`src/sv/assert_macros.svh`:
```
// Concurrent assertion macros shared by the date string validator RTL.
// Assertions compile away when SYNTHESIS is defined.
`ifndef ASSERT_MACROS_SVH
`define ASSERT_MACROS_SVH
`ifndef SYNTHESIS
`define ASSERT_PROP(lbl, clk, rst_n, prop) \
	lbl: assert property (@(posedge clk) disable iff (!rst_n) prop) \
		else $error("assertion failed");
`define ASSERT_NEVER(lbl, clk, rst_n, expr) \
	lbl: assert property (@(posedge clk) disable iff (!rst_n) !(expr)) \
		else $error("forbidden condition seen");
`else
`define ASSERT_PROP(lbl, clk, rst_n, prop)
`define ASSERT_NEVER(lbl, clk, rst_n, expr)
`endif
`endif

```
`src/sv/dsv_pkg.sv`:
```
// Types, constants and calendar functions of the date string validator.
// No dependencies; used by dsv_parse, dsv_check and date_string_validator.
package dsv_pkg;

	localparam logic [7:0] CHAR_ZERO  = 8'h30;
	localparam logic [7:0] CHAR_NINE  = 8'h39;
	localparam logic [7:0] CHAR_SLASH = 8'h2F;

	localparam logic [2:0] DM_DIGITS_MAX   = 3'd2;
	localparam logic [2:0] YEAR_DIGITS_MAX = 3'd4;
	localparam logic [2:0] YEAR_DIGITS_MIN = 3'd2;

	localparam logic [13:0] TWO_DIGIT_MAX = 14'd99;
	localparam logic [13:0] YEAR_BASE     = 14'd2000;
	localparam logic [6:0]  MONTH_MAX     = 7'd12;
	localparam logic [4:0]  FEB_LEAP_DAYS = 5'd29;
	localparam logic [4:0]  FEB_DAYS      = 5'd28;
	localparam logic [6:0]  FEBRUARY      = 7'd2;
	localparam logic [6:0]  JULY          = 7'd7;

	typedef enum logic [1:0] {
		FIELD_DAY,
		FIELD_MONTH,
		FIELD_YEAR
	} field_t;

	typedef struct packed {
		logic [7:0] char_code;
		logic       end_of_string;
	} in_t;

	typedef struct packed {
		logic        date_valid;
		logic [6:0]  day_value;
		logic [6:0]  month_value;
		logic [13:0] full_year;
	} out_t;

	typedef struct packed {
		logic             format_error;
		field_t           field;
		logic [2:0]       digit_count;
		logic [6:0]       day_acc;
		logic [6:0]       month_acc;
		logic [13:0]      year_acc;
		logic [3:0][3:0]  year_digits;
	} snap_t;

	function automatic logic [4:0] month_length(input logic [6:0] m, input logic leap);
		logic [4:0] len;
		if (m <= JULY) begin
			if (m == FEBRUARY)
				len = leap ? FEB_LEAP_DAYS : FEB_DAYS;
			else
				len = 5'd30 + {4'd0, m[0]};
		end else begin
			len = 5'd31 - {4'd0, m[0]};
		end
		return len;
	endfunction

	// Leap test from the last four decimal digits; two-digit years land in 20xx.
	function automatic logic is_leap(input logic [3:0][3:0] dg);
		logic [4:0] hi;
		logic [4:0] lo;
		hi = {dg[3], 1'b0} + {1'b0, dg[2]};
		lo = {dg[1], 1'b0} + {1'b0, dg[0]};
		if (dg[1] == 4'd0 && dg[0] == 4'd0)
			return hi[1:0] == 2'd0;
		return lo[1:0] == 2'd0;
	endfunction

endpackage

```
`src/sv/date_string_validator.sv`:
```
// Top level of the date string validator: input register, parser, check, result register.
// Depends on dsv_pkg, dsv_parse, dsv_check and assert_macros.svh.
//
//  channel  | signals                                   | item
//  ---------+-------------------------------------------+------------------------------
//  char     | char_valid, char_ready, char_item         | one ASCII character + last flag
//  result   | result_valid, result_ready, result_item   | validity and parsed d/m/y
//
// One character is taken per cycle while char_ready is high. After its final
// character is accepted, a result passes the input register, the snapshot register
// and the result register. Reset clears all parse state and empties the pipeline.
// A stalled result holds its stage; characters that do not end a string keep
// flowing, and char_ready drops only while a final character waits behind a full
// snapshot register.
`include "assert_macros.svh"
module date_string_validator (
	input  logic          clk,
	input  logic          arst_n,
	input  logic          char_valid,
	output logic          char_ready,
	input  dsv_pkg::in_t  char_item,
	output logic          result_valid,
	input  logic          result_ready,
	output dsv_pkg::out_t result_item
);
	import dsv_pkg::*;

	in_t   item_s1;
	logic  valid_s1;
	snap_t snap_s2;
	logic  valid_s2;
	out_t  result_q;
	logic  result_valid_q;

	snap_t nxt;
	out_t  checked;
	logic  out_free;
	logic  s2_free;
	logic  s1_take;
	logic  s1_free;

	assign out_free   = !result_valid_q || result_ready;
	assign s2_free    = !valid_s2 || out_free;
	assign s1_take    = valid_s1 && (!item_s1.end_of_string || s2_free);
	assign s1_free    = !valid_s1 || s1_take;
	assign char_ready = s1_free;

	dsv_parse u_parse (
		.clk    (clk),
		.arst_n (arst_n),
		.take   (s1_take),
		.item   (item_s1),
		.nxt    (nxt)
	);

	dsv_check u_check (
		.snap   (snap_s2),
		.result (checked)
	);

	always_ff @(posedge clk or negedge arst_n) begin
		if (!arst_n) begin
			valid_s1       <= 1'b0;
			valid_s2       <= 1'b0;
			result_valid_q <= 1'b0;
		end else begin
			if (s1_free)
				valid_s1 <= char_valid;
			if (s2_free)
				valid_s2 <= s1_take && item_s1.end_of_string;
			if (out_free)
				result_valid_q <= valid_s2;
		end
	end

	always_ff @(posedge clk) begin
		if (s1_free && char_valid)
			item_s1 <= char_item;
		if (s2_free && s1_take && item_s1.end_of_string)
			snap_s2 <= nxt;
		if (out_free && valid_s2)
			result_q <= checked;
	end

	assign result_valid = result_valid_q;
	assign result_item  = result_q;

	`ASSERT_PROP(a_month_range, clk, arst_n,
		result_valid && result_item.date_valid |->
			result_item.month_value >= 7'd1 && result_item.month_value <= MONTH_MAX)
	`ASSERT_PROP(a_day_range, clk, arst_n,
		result_valid && result_item.date_valid |->
			result_item.day_value >= 7'd1 && result_item.day_value <= 7'd31)
	`ASSERT_NEVER(a_year_range, clk, arst_n,
		result_valid && result_item.date_valid && result_item.full_year < 14'd100)

endmodule

```
`src/sv/dsv_parse.sv`:
```
// Field parser: holds the per-string state and folds in one character per item.
// Depends on dsv_pkg.
module dsv_parse (
	input  logic          clk,
	input  logic          arst_n,
	input  logic          take,
	input  dsv_pkg::in_t  item,
	output dsv_pkg::snap_t nxt
);
	import dsv_pkg::*;

	snap_t state_q;
	logic  is_digit;
	logic  over;
	logic [3:0] dig;

	assign is_digit = (item.char_code >= CHAR_ZERO) && (item.char_code <= CHAR_NINE);
	assign dig      = item.char_code[3:0];
	assign over     = (state_q.field == FIELD_YEAR) ? (state_q.digit_count >= YEAR_DIGITS_MAX)
	                                                : (state_q.digit_count >= DM_DIGITS_MAX);

	always_comb begin
		nxt = state_q;
		if (is_digit) begin
			if (over) begin
				nxt.format_error = 1'b1;
			end else begin
				case (state_q.field)
					FIELD_DAY: begin
						nxt.day_acc = {state_q.day_acc[3:0], 3'b0}
							+ {state_q.day_acc[5:0], 1'b0} + {3'd0, dig};
					end
					FIELD_MONTH: begin
						nxt.month_acc = {state_q.month_acc[3:0], 3'b0}
							+ {state_q.month_acc[5:0], 1'b0} + {3'd0, dig};
					end
					default: begin
						nxt.year_acc = {state_q.year_acc[10:0], 3'b0}
							+ {state_q.year_acc[12:0], 1'b0} + {10'd0, dig};
						nxt.year_digits = {state_q.year_digits[2:0], dig};
					end
				endcase
				nxt.digit_count = state_q.digit_count + 3'd1;
			end
		end else if (item.char_code == CHAR_SLASH) begin
			if (state_q.field == FIELD_YEAR) begin
				nxt.format_error = 1'b1;
			end else begin
				if (state_q.digit_count < 3'd1 || state_q.digit_count > DM_DIGITS_MAX)
					nxt.format_error = 1'b1;
				nxt.field       = (state_q.field == FIELD_DAY) ? FIELD_MONTH : FIELD_YEAR;
				nxt.digit_count = 3'd0;
			end
		end else begin
			nxt.format_error = 1'b1;
		end
	end

	always_ff @(posedge clk or negedge arst_n) begin
		if (!arst_n) begin
			state_q <= '0;
		end else if (take) begin
			if (item.end_of_string)
				state_q <= '0;
			else
				state_q <= nxt;
		end
	end

endmodule

```
`src/sv/dsv_check.sv`:
```
// Final date checks: field shape, year base, leap rule, month and day ranges.
// Depends on dsv_pkg.
module dsv_check (
	input  dsv_pkg::snap_t snap,
	output dsv_pkg::out_t  result
);
	import dsv_pkg::*;

	logic       leap;
	logic [4:0] mlen;
	logic       shape_ok;
	logic       range_ok;

	assign leap     = is_leap(snap.year_digits);
	assign mlen     = month_length(snap.month_acc, leap);
	assign shape_ok = !snap.format_error && (snap.field == FIELD_YEAR)
		&& (snap.digit_count == YEAR_DIGITS_MIN || snap.digit_count == YEAR_DIGITS_MAX);
	assign range_ok = (snap.month_acc >= 7'd1) && (snap.month_acc <= MONTH_MAX)
		&& (snap.day_acc >= 7'd1) && (snap.day_acc <= {2'd0, mlen});

	always_comb begin
		result.date_valid  = shape_ok && range_ok;
		result.day_value   = snap.day_acc;
		result.month_value = snap.month_acc;
		result.full_year   = (snap.year_acc <= TWO_DIGIT_MAX) ? snap.year_acc + YEAR_BASE
		                                                      : snap.year_acc;
	end

endmodule
```
`config.mk`:
```
export PLATFORM = sky130hd
export DESIGN_NAME = date_string_validator
export DESIGN_NICKNAME = d
export VERILOG_FILES = /design/src/sv/dsv_pkg.sv /design/src/sv/date_string_validator.sv /design/src/sv/dsv_parse.sv /design/src/sv/dsv_check.sv
export VERILOG_INCLUDE_DIRS = /design/src /design/src/sv
export SDC_FILE = /design/constraint.sdc
export NUM_CORES = 1
export LEC_CHECK = 0
export ABC_AREA = 1
export BUFFER_PORTS_ARGS = -buffer_cell sky130_fd_sc_hd__buf_2
export CAP_MARGIN = 20
export CORE_MARGIN = 10
export CORE_UTILIZATION = 68
export CTS_BUF_LIST = sky130_fd_sc_hd__clkbuf_4
export DETAILED_ROUTE_END_ITERATION = 10
export HOLD_SLACK_MARGIN = 0.12
export PLACE_DENSITY = 0.85
export SLEW_MARGIN = 20
export SYNTH_ARGS = -nofsm -noshare
export SYNTH_HDL_FRONTEND = slang
export SYNTH_SLANG_ARGS = --single-unit
```
`constraint.sdc`:
```
create_clock -name clk -period 6.01 [get_ports clk]
set_clock_uncertainty 0.1 [all_clocks]
set_input_delay 0.601 -clock clk [delete_from_list [all_inputs] [get_ports clk]]
set_output_delay 0.601 -clock clk [all_outputs]
set_load 0.005 [all_outputs]
```
Yosys cells after proc, flatten, opt, wreduce, memory -nomap -nowiden. Index checks and enable logic that the tools add are counted.

Register bits: 136. Bits in latches: 0. Bits in writable memories: 0. ROM bits: 0. Bits of input ports: 13. Output and inout bits: 31. Word-level logic and storage cells: 115. Memories kept: 0.

Add/subtract/negate cells: 12. Multiply operators: 0. Divide/modulo/power cells: 0. $lt $le $gt $ge: 12. Equal/unequal tests: 7. Shift-type cells: 0. Mux-type cells: 24. Bitwise logic cells: 0. Reductions and logical operators: 31.

Operators with widths (number): 50-bit two-way mux (1); 47-bit two-way mux (1); 44-bit two-way mux (1); 30-bit two-way mux (1); 5-bit two-way mux (4); 14-bit by 11-bit adder with 14-bit output (second input constant) (1); 14-bit adder (1); 14-bit by 4-bit adder with 14-bit output (1); 7-bit by 4-bit adder with 7-bit output (2); 7-bit adder (2); 7-bit by 1-bit greater-or-equal comparator with 1-bit output (second input constant) (2); 14-bit by 7-bit <= comparator with 1-bit output (second input constant) (1); 1-bit logical AND (14); 14-bit two-way mux (1); 7-bit two-way mux (2); 1-bit two-way mux (10); 8-bit by 6-bit equality test with 1-bit output (second input constant) (1); 8-bit by 6-bit greater-or-equal comparator with 1-bit output (second input constant) (1); 8-bit by 6-bit <= comparator with 1-bit output (second input constant) (1); 4-bit zero test (2); 7-bit by 2-bit equality test with 1-bit output (second input constant) (1); 7-bit by 3-bit <= comparator with 1-bit output (second input constant) (1); 7-bit by 4-bit <= comparator with 1-bit output (second input constant) (1); 7-bit by 5-bit <= comparator with 1-bit output (1); other kinds (18) (32).

Longest topological paths before layout. Gate-level depths: netlist of the first run.

Depth in word-level cells: 10. Mapped depth: 15.

Cells and area by module. From an unflattened synthesis of the first run, not the netlist that was laid out.

Cells, all modules: 792. Area total of the unflattened synthesis: 7385.8 µm².

Modules (own cells, without submodules): dsv_parse (instances 1, cells an instance 562, area each 3945.0 µm², seq. area each 1251.2 µm²); date_string_validator (instances 1, cells an instance 111, area each 2826.5 µm², seq. area each 2717.6 µm²); dsv_check (instances 1, cells an instance 119, area each 614.3 µm², seq. area each 0.0 µm²).

Least setup slack after synthesis of the first run. Ideal clock, no wire load.

Path kind: input port to flip-flop. Start point: in result_ready. End point: reg snap_s2[0] (netlist bit), enable pin. Library setup time: 0.399 ns. Arrival: 2.026 ns. Data required time: 5.511 ns. Slack: 3.484 ns. Cell stages on the path: 7. Cell sequence: or2_1 > nor2_1 > nand2_1 > nand2_1 > inv_1 > nand2_1 > inv_1.

Word-level cells in the longest chain between the ends: 6.

RTL lines: from (decl) (line date_string_validator.sv:23) `input logic result_ready,`; 1-bit logical OR * (line date_string_validator.sv:42) `assign out_free = !result_valid_q || result_ready;`; 1-bit logical OR * (line date_string_validator.sv:43) `assign s2_free = !valid_s2 || out_free;`; 1-bit logical OR (line date_string_validator.sv:44) `assign s1_take = valid_s1 && (!item_s1.end_of_string || s2_free);`; 1-bit logical AND (line date_string_validator.sv:44); 1-bit logical AND * (2 in series) (line date_string_validator.sv:79) `if (s2_free && s1_take && item_s1.end_of_string)`; to (signal assigned) (line date_string_validator.sv:80) `snap_s2 <= nxt;`; to (decl) (line date_string_validator.sv:30) `snap_t snap_s2;`.

Every way passes the cells marked *; elsewhere a longest branch is shown, timed or not. A chain may end at the register's enable or synchronous reset.

==> results.sh, run 1 <==
export IMPL_cts_buffers=17
export IMPL_critPathKind="register to register"
export IMPL_end_kind="register"
export IMPL_grt_use_total_pct=20.64
export IMPL_syn_avg_cell_area_um2=9.638
export IMPL_syn_nets=776
export IMPL_clock_latency_ps=550
export IMPL_final_util_pct=77.54
export IMPL_grt_pass1_wl_um=23890
export IMPL_wirelength_um=14440
export IMPL_fmax_mhz=360.9
export IMPL_synth_edff_count=83
export IMPL_yosys_area_share_adder_pct=9.760
export IMPL_grt_overflow=0
export IMPL_yosys_mux_area_fraction_pct=0
export IMPL_antenna_found_initial=0
export IMPL_routedWlPerCell_um=15.70
export IMPL_fin_cells=920
export IMPL_fp_coreArea_um2=9819
export IMPL_period_share_pct=46.10
export IMPL_place_ws_ps=3124
export IMPL_crit_start="item_s1[4]$_DFFE_PP_"
export IMPL_clk_pin_slew_ps=120
export IMPL_start_util_pct=69.98
export IMPL_hold_path_class="input pin to register"
export IMPL_htreeDepth=4
export IMPL_grt_max_degree=49
export IMPL_synthCells=713
export IMPL_clock_sinks=131
export IMPL_die_area_um2=14530
export IMPL_rsz0062_at_grt="no"
export IMPL_crit_chain="inv_1 -> fa_1 -> fa_1 -> inv_1 -> nand3_1 -> nand3_1 -> nand2_1 -> nand2_1 -> nand2_1 -> nand2_1 -> nand2_1 -> and2_1"
export IMPL_first_pass_iters=5
export IMPL_r2r_end="snap_s2[26]$_DFFE_PP_"
export IMPL_cts_tree="done"
export IMPL_clk_path_buf_depth=2
export IMPL_synth_flop_cell="edfxtp_1"
export IMPL_ios=44
export IMPL_yosys_warnings=0
export IMPL_die_y_um=120.5
export IMPL_slowest_stage="fa_1"
export IMPL_netlist_area_um2=6872
export IMPL_setup_ws_ps=3239
export IMPL_r2r_start="item_s1[4]$_DFFE_PP_"
export IMPL_syn_to_final_growth_pct=10.80
export IMPL_gp_congestion=0.8623
export IMPL_synth_compound_area_share_pct=7.921
export IMPL_crit_arrival_ps=2980
export IMPL_synthXorXnorAreaFrac_pct=2.294
export IMPL_cp_start_kind="register"
export IMPL_routed_via_density=5.437
export IMPL_period_minus_slack_ps=2771
export IMPL_num_nets_final=837
export IMPL_synth_async_reset_ratio_pct=36.64
export IMPL_ir_drop_mv=0.1528
export IMPL_diodes=0
export IMPL_critical_path_max_stage_delay_ps=490
export IMPL_setup_violations=0
export IMPL_crit_path_end="snap_s2[26]$_DFFE_PP_"
export IMPL_register_area_um2=3694
export IMPL_p_leak_nw=3.763
export IMPL_slew_limit_headroom_pct=54.27
export IMPL_p_per_area_nw_per_um2=238.0
export IMPL_tightest_slew_ps=686.0
export IMPL_cp_required_ps=6220
export IMPL_fillers=666
export IMPL_cts_root_buf="clkbuf_4"
export IMPL_ant_nets=0
export IMPL_power_total_mw=1.812
export IMPL_r2r_slack_ps=3240
export IMPL_io_buffers=43
export IMPL_slew_viol_final=0
export IMPL_grt_pass1_vias=4962
export IMPL_cpMostUsedCell="nand2_1"
export IMPL_drive_gt1_share_pct=15.12
export IMPL_synth_simple_area_share_pct=19.52
export IMPL_num_vias=5002
export IMPL_dp_cells=878
export IMPL_fp_row_count=36
export IMPL_ff2ff_path_depth=12
export IMPL_synth_top_family_by_area="simple AND/OR/NAND/NOR gates"
export IMPL_synth_distinct_cells=36
export IMPL_hold_viol_final=0
export IMPL_finalSetupTns_ps=0
export IMPL_yosysSeqAreaShare_pct=53.75
export IMPL_multi_input_area_um2=2719
export IMPL_holdPathStages=3
export IMPL_drc=0
export IMPL_fp_dieW_um=120.5
export IMPL_place_hpwl_um=10110
export IMPL_status="finished clean"
export IMPL_ys_seq_elements=131
export IMPL_worst_path_max_fanout=4
export IMPL_drv_cap=0
export IMPL_drt_iter0_markers=533
export IMPL_ctsResizeCount=0
[stage by stage]
stage	instance area (um^2)	hold WS, ps
2_1_floorplan	6872	205.4
3_3_place_gp	7192	332.4
3_5_place_dp	7192	346.5
4_1_cts	7614	128.0
5_1_grt	7614	131.2
6_report	7614	149.3
[critical path: cells and delay by family, from the launching register on]
| kind | cells | cell delay, ps |
|---|---|---|
| adders and majority gates | 2 | 960 |
| DFF | 1 | 430 |
| buffers and inverters | 2 | 380 |
| and+or+nand+nor | 8 | 660 |
[metal layers]
metal | GRT usage, % | routed length (um)
met5 | 0 | 0
met4 | 7.240 | 212
met3 | 5.584 | 899
met2 | 33.69 | 7066
met1 | 25.98 | 6265
[cell type report]
| class | count | share of cell area [%] |
|---|---|---|
| Sequential cell | 131 | 48.51 |
| Multi-Input combinational cell | 470 | 35.71 |
| Inverter | 96 | 4.733 |
| Timing Repair Buffer | 58 | 4.634 |
| Clock inverter | 14 | 2.449 |
| Tap cell | 133 | 2.186 |
| Clock buffer | 18 | 1.775 |
[cell usage after synthesis (8+ instances only)]
master | instances | area [um^2]
o21ai_2 | 27 | 236.5
xnor2_1 | 8 | 70.07
ha_1 | 44 | 550.5
a21oi_1 | 16 | 80.08
xor2_1 | 10 | 87.58
inv_1 | 96 | 360.4
nand3_1 | 26 | 130.1
o21ai_1 | 8 | 40.04
nor2_1 | 37 | 138.9
o21ai_0 | 26 | 130.1
edfxtp_1 | 83 | 2492
nand2_1 | 222 | 833.3
dfrtp_1 | 48 | 1201
clkbuf_1 | 8 | 30.03
[kinds of logic (layout without fill, tap and decap cells)]
logic type | Yosys count | in the layout
AO/OA/AOI/OAI | 85 | 85
XOR/XNOR | 18 | 18
adder cells (fa/ha/maj) | 50 | 50
buffers and inverters | 112 | 186
flip-flops | 131 | 131
AND/OR/NAND/NOR | 317 | 317
[report_power, final]
group	internal [mW]	switching, mW	total (mW)
logic	0.0428	0.0867	0.130
clock network	0.333	0.331	0.664
registers	1.00	0.0185	1.02
[placed cells by master, fill, tap and decap left out, types with 3 or more instances in the layout]
cell type,synthesis,final
a21oi_1,16,16
and2_1,5,5
buf_2,2,43
buf_4,1,5
bufinv_16,0,4
clkbuf_4,0,18
clkinv_2,0,3
clkinv_4,0,4
dfrtp_1,48,48
dlygate4sd3_1,0,10
edfxtp_1,83,83
fa_1,6,6
ha_1,44,44
inv_1,96,96
nand2_1,222,222
nand3_1,26,26
nand4_1,7,7
nor2_1,37,35
nor4_1,3,3
o21ai_0,26,26
o21ai_1,8,8
o21ai_2,27,27
or2_2,6,6
xnor2_1,8,8
xor2_1,10,10
[registers in the layout, summed over array words and instances (netlist names)]
| name | cells |
|---|---|
| item_s1 | 9 |
| result_item | 29 |
| result_valid | 1 |
| snap_s2 | 45 |
| u_parse.state_q | 45 |
| valid_s1 | 1 |
| valid_s2 | 1 |
[worst min-delay path by stage]
stage | from | to
after detailed placement | snap_s2[35]$_DFFE_PP_ | result_item[19]$_DFFE_PP_
after global routing | char_valid | valid_s1$_DFFE_PN0N_
final | char_valid | valid_s1$_DFFE_PN0N_
after global placement | snap_s2[34]$_DFFE_PP_ | result_item[18]$_DFFE_PP_
after CTS | char_valid | valid_s1$_DFFE_PN0N_
after floorplan | arst_n | result_valid$_DFFE_PN0P_
[repair_timing]
| action | in CTS | in global routing |
|---|---|---|
| setup buffers | 0 | 0 |
| hold buffers | 10 | 0 |
| setup endpoints to repair | 0 | 0 |
| hold endpoints to repair | 57 | 0 |
Power figures use the tool's default switching activity.
==> run 2, diff against run 1 <==
Settings changed: CORE_UTILIZATION 68 to 57, PLACE_DENSITY 0.85 to 0.76.
Clock period 6.01 ns to 2.26 ns, I/O delays scaled along.
==> run 2 against run 1 <==
The run now ends with setup timing left. Maximum frequency up 10%. Power increased to 2.7 times the previous value. Non-clock buffer count rose by 54. Highest routed layer unchanged. Combinational power rose to 3.2 times the previous value. Global-route usage decreased by 1.5 points.
==> results.sh, run 2 (synthesized netlist as in run 1, its figures left out) <==
export IMPL_grt_pass1_wl_um=25150
export IMPL_clock_sinks=131
export IMPL_crit_path_end="snap_s2[36]$_DFFE_PP_"
export IMPL_place_ws_ps=-249.8
export IMPL_clock_latency_ps=590
export IMPL_die_y_um=129.8
export IMPL_htreeDepth=4
export IMPL_first_pass_iters=8
export IMPL_crit_chain="inv_2 -> buf_6 -> fa_1 -> inv_2 -> fa_2 -> a21oi_2 -> nor2_1 -> nor2_1 -> inv_1 -> nand2_1 -> nand2_1 -> nand2_1 -> nand2_1"
export IMPL_worst_path_max_fanout=3
export IMPL_grt_max_degree=49
export IMPL_crit_cells=13
export IMPL_r2r_end="snap_s2[36]$_DFFE_PP_"
export IMPL_crit_arrival_ps=2760
export IMPL_fmax_mhz=397.0
export IMPL_clk_pin_slew_ps=120
export IMPL_ff2ff_path_depth=13
export IMPL_reg_top3="snap_s2 x45, u_parse.state_q x45, result_item x29"
export IMPL_r2r_slack_ps=-260
export IMPL_fp_dieW_um=129.8
export IMPL_register_area_um2=3694
export IMPL_drc=0
export IMPL_critPathKind="register to register"
export IMPL_hold_viol_final=0
export IMPL_cts_tree="done"
export IMPL_finalSetupTns_ps=-2457
export IMPL_setup_ws_ps=-258.7
export IMPL_layout_common_cells="nand2_1, inv_1, edfxtp_1"
export IMPL_syn_to_final_growth_pct=21.80
export IMPL_clk_path_buf_depth=2
export IMPL_rsz0062_at_grt="yes"
export IMPL_cpLargestDelayFamily="adder cells"
export IMPL_critical_path_max_stage_delay_ps=500
export IMPL_grt_pass1_vias=5275
export IMPL_diodes=0
export IMPL_num_nets_final=891
export IMPL_cts_buffers=17
export IMPL_ant_nets=0
export IMPL_path_buf_inv=4
export IMPL_fp_row_count=40
export IMPL_final_common_cell="nand2_1"
export IMPL_holdWs_ps=165.5
export IMPL_cpMostUsedCell="nand2_1"
export IMPL_slowest_stage="fa_1"
export IMPL_status="finished, violations left"
export IMPL_cp_start_kind="register"
export IMPL_io_buffers=43
export IMPL_antenna_found_initial=0
export IMPL_num_vias=5298
export IMPL_slew_limit_headroom_pct=48.89
export IMPL_start_util_pct=57.69
export IMPL_drive_gt1_share_pct=27.59
export IMPL_violations="setup timing"
export IMPL_crit_start="item_s1[4]$_DFFE_PP_"
export IMPL_r2r_start="item_s1[4]$_DFFE_PP_"
export IMPL_final_util_pct=70.26
export IMPL_drt_iter0_markers=490
export IMPL_end_kind="register"
export IMPL_period_share_pct=111.4
export IMPL_grt_use_total_pct=19.12
export IMPL_cp_required_ps=2500
export IMPL_slew_viol_final=0
export IMPL_setup_violations=25
export IMPL_fp_coreArea_um2=11910
export IMPL_routed_via_density=5.362
export IMPL_place_hpwl_um=10300
export IMPL_die_area_um2=16850
export IMPL_p_leak_nw=4.057
export IMPL_ir_drop_mv=0.3993
export IMPL_p_per_area_nw_per_um2=576.8
export IMPL_period_minus_slack_ps=2519
export IMPL_grt_overflow=0
export IMPL_cts_root_buf="clkbuf_4"
export IMPL_gp_congestion=0.8938
export IMPL_ios=44
export IMPL_routedWlPerCell_um=15.63
export IMPL_tightest_slew_ps=763.9
export IMPL_drv_cap=0
export IMPL_multi_input_area_um2=3000
export IMPL_wirelength_um=15440
export IMPL_fillers=852
export IMPL_hold_path_class="input pin to asynchronous set/reset pin"
export IMPL_power_total_mw=4.828
[run 2: cell count changes in the layout (fill, tap and decap cells not counted), sizes merged]
| cell | change |
|---|---|
| dlygate4sd3 | +3 |
| bufinv | -1 |
| clkbuf | +1 |
| clkinvlp | +3 |
| inv | -1 |
| clkinv | -2 |
| buf | +51 |
[run 2: how the worst min path moves through the flow]
stage	endpoint	slack [ps]	cells past startpoint
floorplan	result_valid$_DFFE_PN0P_	-170	0
global placement	u_parse.state_q[34]$_DFFE_PN0P_	290	2
detailed placement	u_parse.state_q[34]$_DFFE_PN0P_	300	2
CTS	u_parse.state_q[7]$_DFFE_PN0P_	210	3
global route	u_parse.state_q[38]$_DFFE_PN0P_	250	3
finish	u_parse.state_q[33]$_DFFE_PN0P_	170	3
[run 2: final cells by class]
| class | instances | share of cell area, % |
|---|---|---|
| Inverter | 96 | 4.350 |
| Multi-Input combinational cell | 470 | 35.85 |
| Timing Repair Buffer | 112 | 9.852 |
| Sequential cell | 131 | 44.13 |
| Tap cell | 147 | 2.198 |
| Clock inverter | 13 | 1.914 |
| Clock buffer | 19 | 1.704 |
[run 2: routing by layer]
| metal | up-vias | GRT usage, % | share of wire, % |
|---|---|---|---|
| met5 | - | 0 | 0 |
| met4 | 0 | 9.524 | 3.2 |
| met2 | 162 | 31.48 | 48 |
| met1 | 2524 | 22.88 | 43 |
| li1 | 2571 | - | - |
| met3 | 41 | 4.909 | 5.4 |
[run 2: per-stage QoR]
stage	area, um^2	cells
detailed placement	7579	934
floorplan	6903	713
global placement	7579	934
CTS	8205	985
global route	8369	988
finish	8369	988
[run 2: repair_timing]
action / CTS / global route
pin swaps: 25 / 27
buffers inserted: 7 / 6
hold buffers: 13 / 0
gates resized for setup: 37 / 36
setup endpoints to repair: 23 / 40
cloned: 0 / 0
endpoints found under the hold margin: 69 / 0
[run 2: power breakdown]
part / internal, mW / switching, mW
registers: 2.66 / 0.0456
clock network: 0.790 / 0.924
logic: 0.155 / 0.254
total: 3.60 / 1.22
[run 2: tightest hold or removal path: stages]
cell and delay, ps:
dlygate4sd3_1 520, buf_2 90, buf_4 510
==> run 3, diff against run 2 <==
Settings changed: CORE_MARGIN 10 to unset, PLACE_DENSITY 0.76 to unset, PLACE_DENSITY_LB_ADDON set to 0.08.
==> run 3 against run 2 <==
Non-clock buffer count increased by 9. Sequential share of layout area decreased by 0.072 points. Clock power increased by 9%. Largest power group unchanged. Die area decreased by 26%. First-iteration DRC count decreased by 40%. Critical path depth decreased by 1. Via count decreased by 3.0%. The flow finishes with violations (DRC, setup timing). Count of clock-buffer cells in the layout decreased by 2.
==> results.sh, run 3 (synthesized netlist as in run 1, its figures left out) <==
export IMPL_status="finished, violations left"
export IMPL_violations="DRC, setup timing"
export IMPL_tightest_slew_ps=794.5
export IMPL_clk_path_buf_depth=2
export IMPL_grt_pass1_wl_um=23270
export IMPL_p_leak_nw=4.089
export IMPL_ant_nets=0
export IMPL_cts_buffers=17
export IMPL_grt_overflow=0
export IMPL_gp_congestion=0.8470
export IMPL_placed_area_um2=7589
export IMPL_worst_path_max_fanout=3
export IMPL_final_common_cell="nand2_1"
export IMPL_drt_iter0_markers=296
export IMPL_routedWlPerCell_um=14.39
export IMPL_crit_arrival_ps=2570
export IMPL_cts_root_buf="clkbuf_4"
export IMPL_p_per_area_nw_per_um2=596.4
export IMPL_htreeDepth=4
export IMPL_num_vias=5137
export IMPL_grt_use_total_pct=24.19
export IMPL_finalSetupTns_ps=-1040
export IMPL_drc=7
export IMPL_clock_latency_ps=540
export IMPL_hold_viol_final=0
export IMPL_io_buffers=43
export IMPL_fp_row_count=39
export IMPL_hold_path_class="input pin to register"
export IMPL_routed_via_density=5.173
export IMPL_clock_sinks=131
export IMPL_place_hpwl_um=9890
export IMPL_fillers=834
export IMPL_period_share_pct=105.0
export IMPL_cts_tree="done"
export IMPL_ir_drop_mv=0.3553
export IMPL_first_pass_iters=10
export IMPL_period_minus_slack_ps=2374
export IMPL_drive_gt1_share_pct=26.35
export IMPL_setup_violations=20
export IMPL_grt_pass1_vias=4998
export IMPL_rsz0062_at_grt="yes"
export IMPL_drv_cap=0
export IMPL_slew_limit_headroom_pct=46.84
export IMPL_die_y_um=111.8
export IMPL_start_util_pct=59.42
export IMPL_syn_to_final_growth_pct=22.00
export IMPL_diodes=0
export IMPL_clk_pin_slew_ps=120
export IMPL_end_kind="register"
export IMPL_die_area_um2=12500
export IMPL_ios=44
export IMPL_fin_area_um2=8383
export IMPL_dp_cells=932
export IMPL_fin_cells=993
export IMPL_layout_common_cells="nand2_1, inv_1, edfxtp_1"
export IMPL_slew_viol_final=0
export IMPL_antenna_found_initial=0
export IMPL_num_nets_final=900
export IMPL_fp_dieW_um=111.8
export IMPL_fp_coreArea_um2=11560
export IMPL_grt_max_degree=49
export IMPL_setup_ws_ps=-113.8
export IMPL_fmax_mhz=421.3
export IMPL_wirelength_um=14290
export IMPL_cp_start_kind="register"
export IMPL_reg_top3="snap_s2 x45, u_parse.state_q x45, result_item x29"
export IMPL_cp_required_ps=2460
export IMPL_place_ws_ps=-180.9
export IMPL_critPathKind="register to register"
run 3: cell count changes in the layout (fill, tap and decap cells not counted), sizes merged:
| cell | before | now |
|---|---|---|
| bufinv | 3 | 5 |
| clkinvlp | 3 | 2 |
| inv | 96 | 97 |
| clkbuf | 19 | 17 |
| dlygate4sd3 | 13 | 14 |
| buf | 99 | 107 |
run 3: worst paths after layout:
check / startpoint / cells after the start / to / slack, ps
worst min register to register: snap_s2[31]$_DFFE_PP_ / 0 / result_item[15]$_DFFE_PP_ / 360
worst max register to register: item_s1[4]$_DFFE_PP_ / 12 / snap_s2[26]$_DFFE_PP_ / -110
max in group asynchronous: arst_n / 4 / u_parse.state_q[44]$_DFFE_PN0P_ / 1120
worst min-delay path: char_item[0] / 2 / item_s1[0]$_DFFE_PP_ / 290
min in group asynchronous: arst_n / 4 / u_parse.state_q[29]$_DFFE_PN0P_ / 670
worst max-delay path: item_s1[4]$_DFFE_PP_ / 12 / snap_s2[26]$_DFFE_PP_ / -110
run 3: cell type report:
class / instances / area, um^2 / share of cell area, %
inverters: 96 / 364.1 / 4.343
multi-input cells: 470 / 2932 / 34.97
clock buffers: 17 / 127.6 / 1.522
clock inverters: 15 / 211.5 / 2.522
repair buffers: 121 / 875.8 / 10.45
flip-flops and latches: 131 / 3694 / 44.06
well taps: 143 / 178.9 / 2.134
run 3: layer usage:
layer  global-route usage [%]  vias up  wire length, um  part of all wire [%]
met3                    4.518       16              492                   3.4
li1                         -     2572                -                     -
met1                    32.35     2433             6815                    48
met4                    7.838        0              197                   1.4
met2                    40.00      116             6788                    47
met5                        0        -                0                     0
run 3: timing repair:
item,in CTS,in global routing
hold buffers,14,0
pin swaps,21,20
setup buffers,8,7
endpoints found under the setup margin,21,56
hold endpoints to repair,69,0
gates resized for setup,32,17
run 3: power by group:
| group | internal, mW | switching, mW |
|---|---|---|
| registers | 2.66 | 0.0436 |
| logic | 0.174 | 0.259 |
| clock network | 0.982 | 0.883 |
run 3: critical path, cell delays in order, from the launching register on:
cell      delay [ps]
edfxtp_1         410
inv_2            110
fa_1             480
fa_2             400
inv_2             80
nand3_2           70
nand3_2           90
nand2_2           60
nand2_1           60
nand2_1           40
nand2_1           60
nand2_1           50
and2_1           130
run 3: metrics by stage:
| stage | utilization, % | power, mW | hold slack (ps) |
|---|---|---|---|
| global placement | 65.62 | 3.109 | 147.2 |
| detailed placement | 65.62 | 3.121 | 148.4 |
| finish | 72.49 | 4.999 | 289.5 |
| global route | 72.49 | 5.187 | 264.0 |
| CTS | 71.47 | 5.015 | 241.4 |
| floorplan | - | 2.942 | -169.6 |
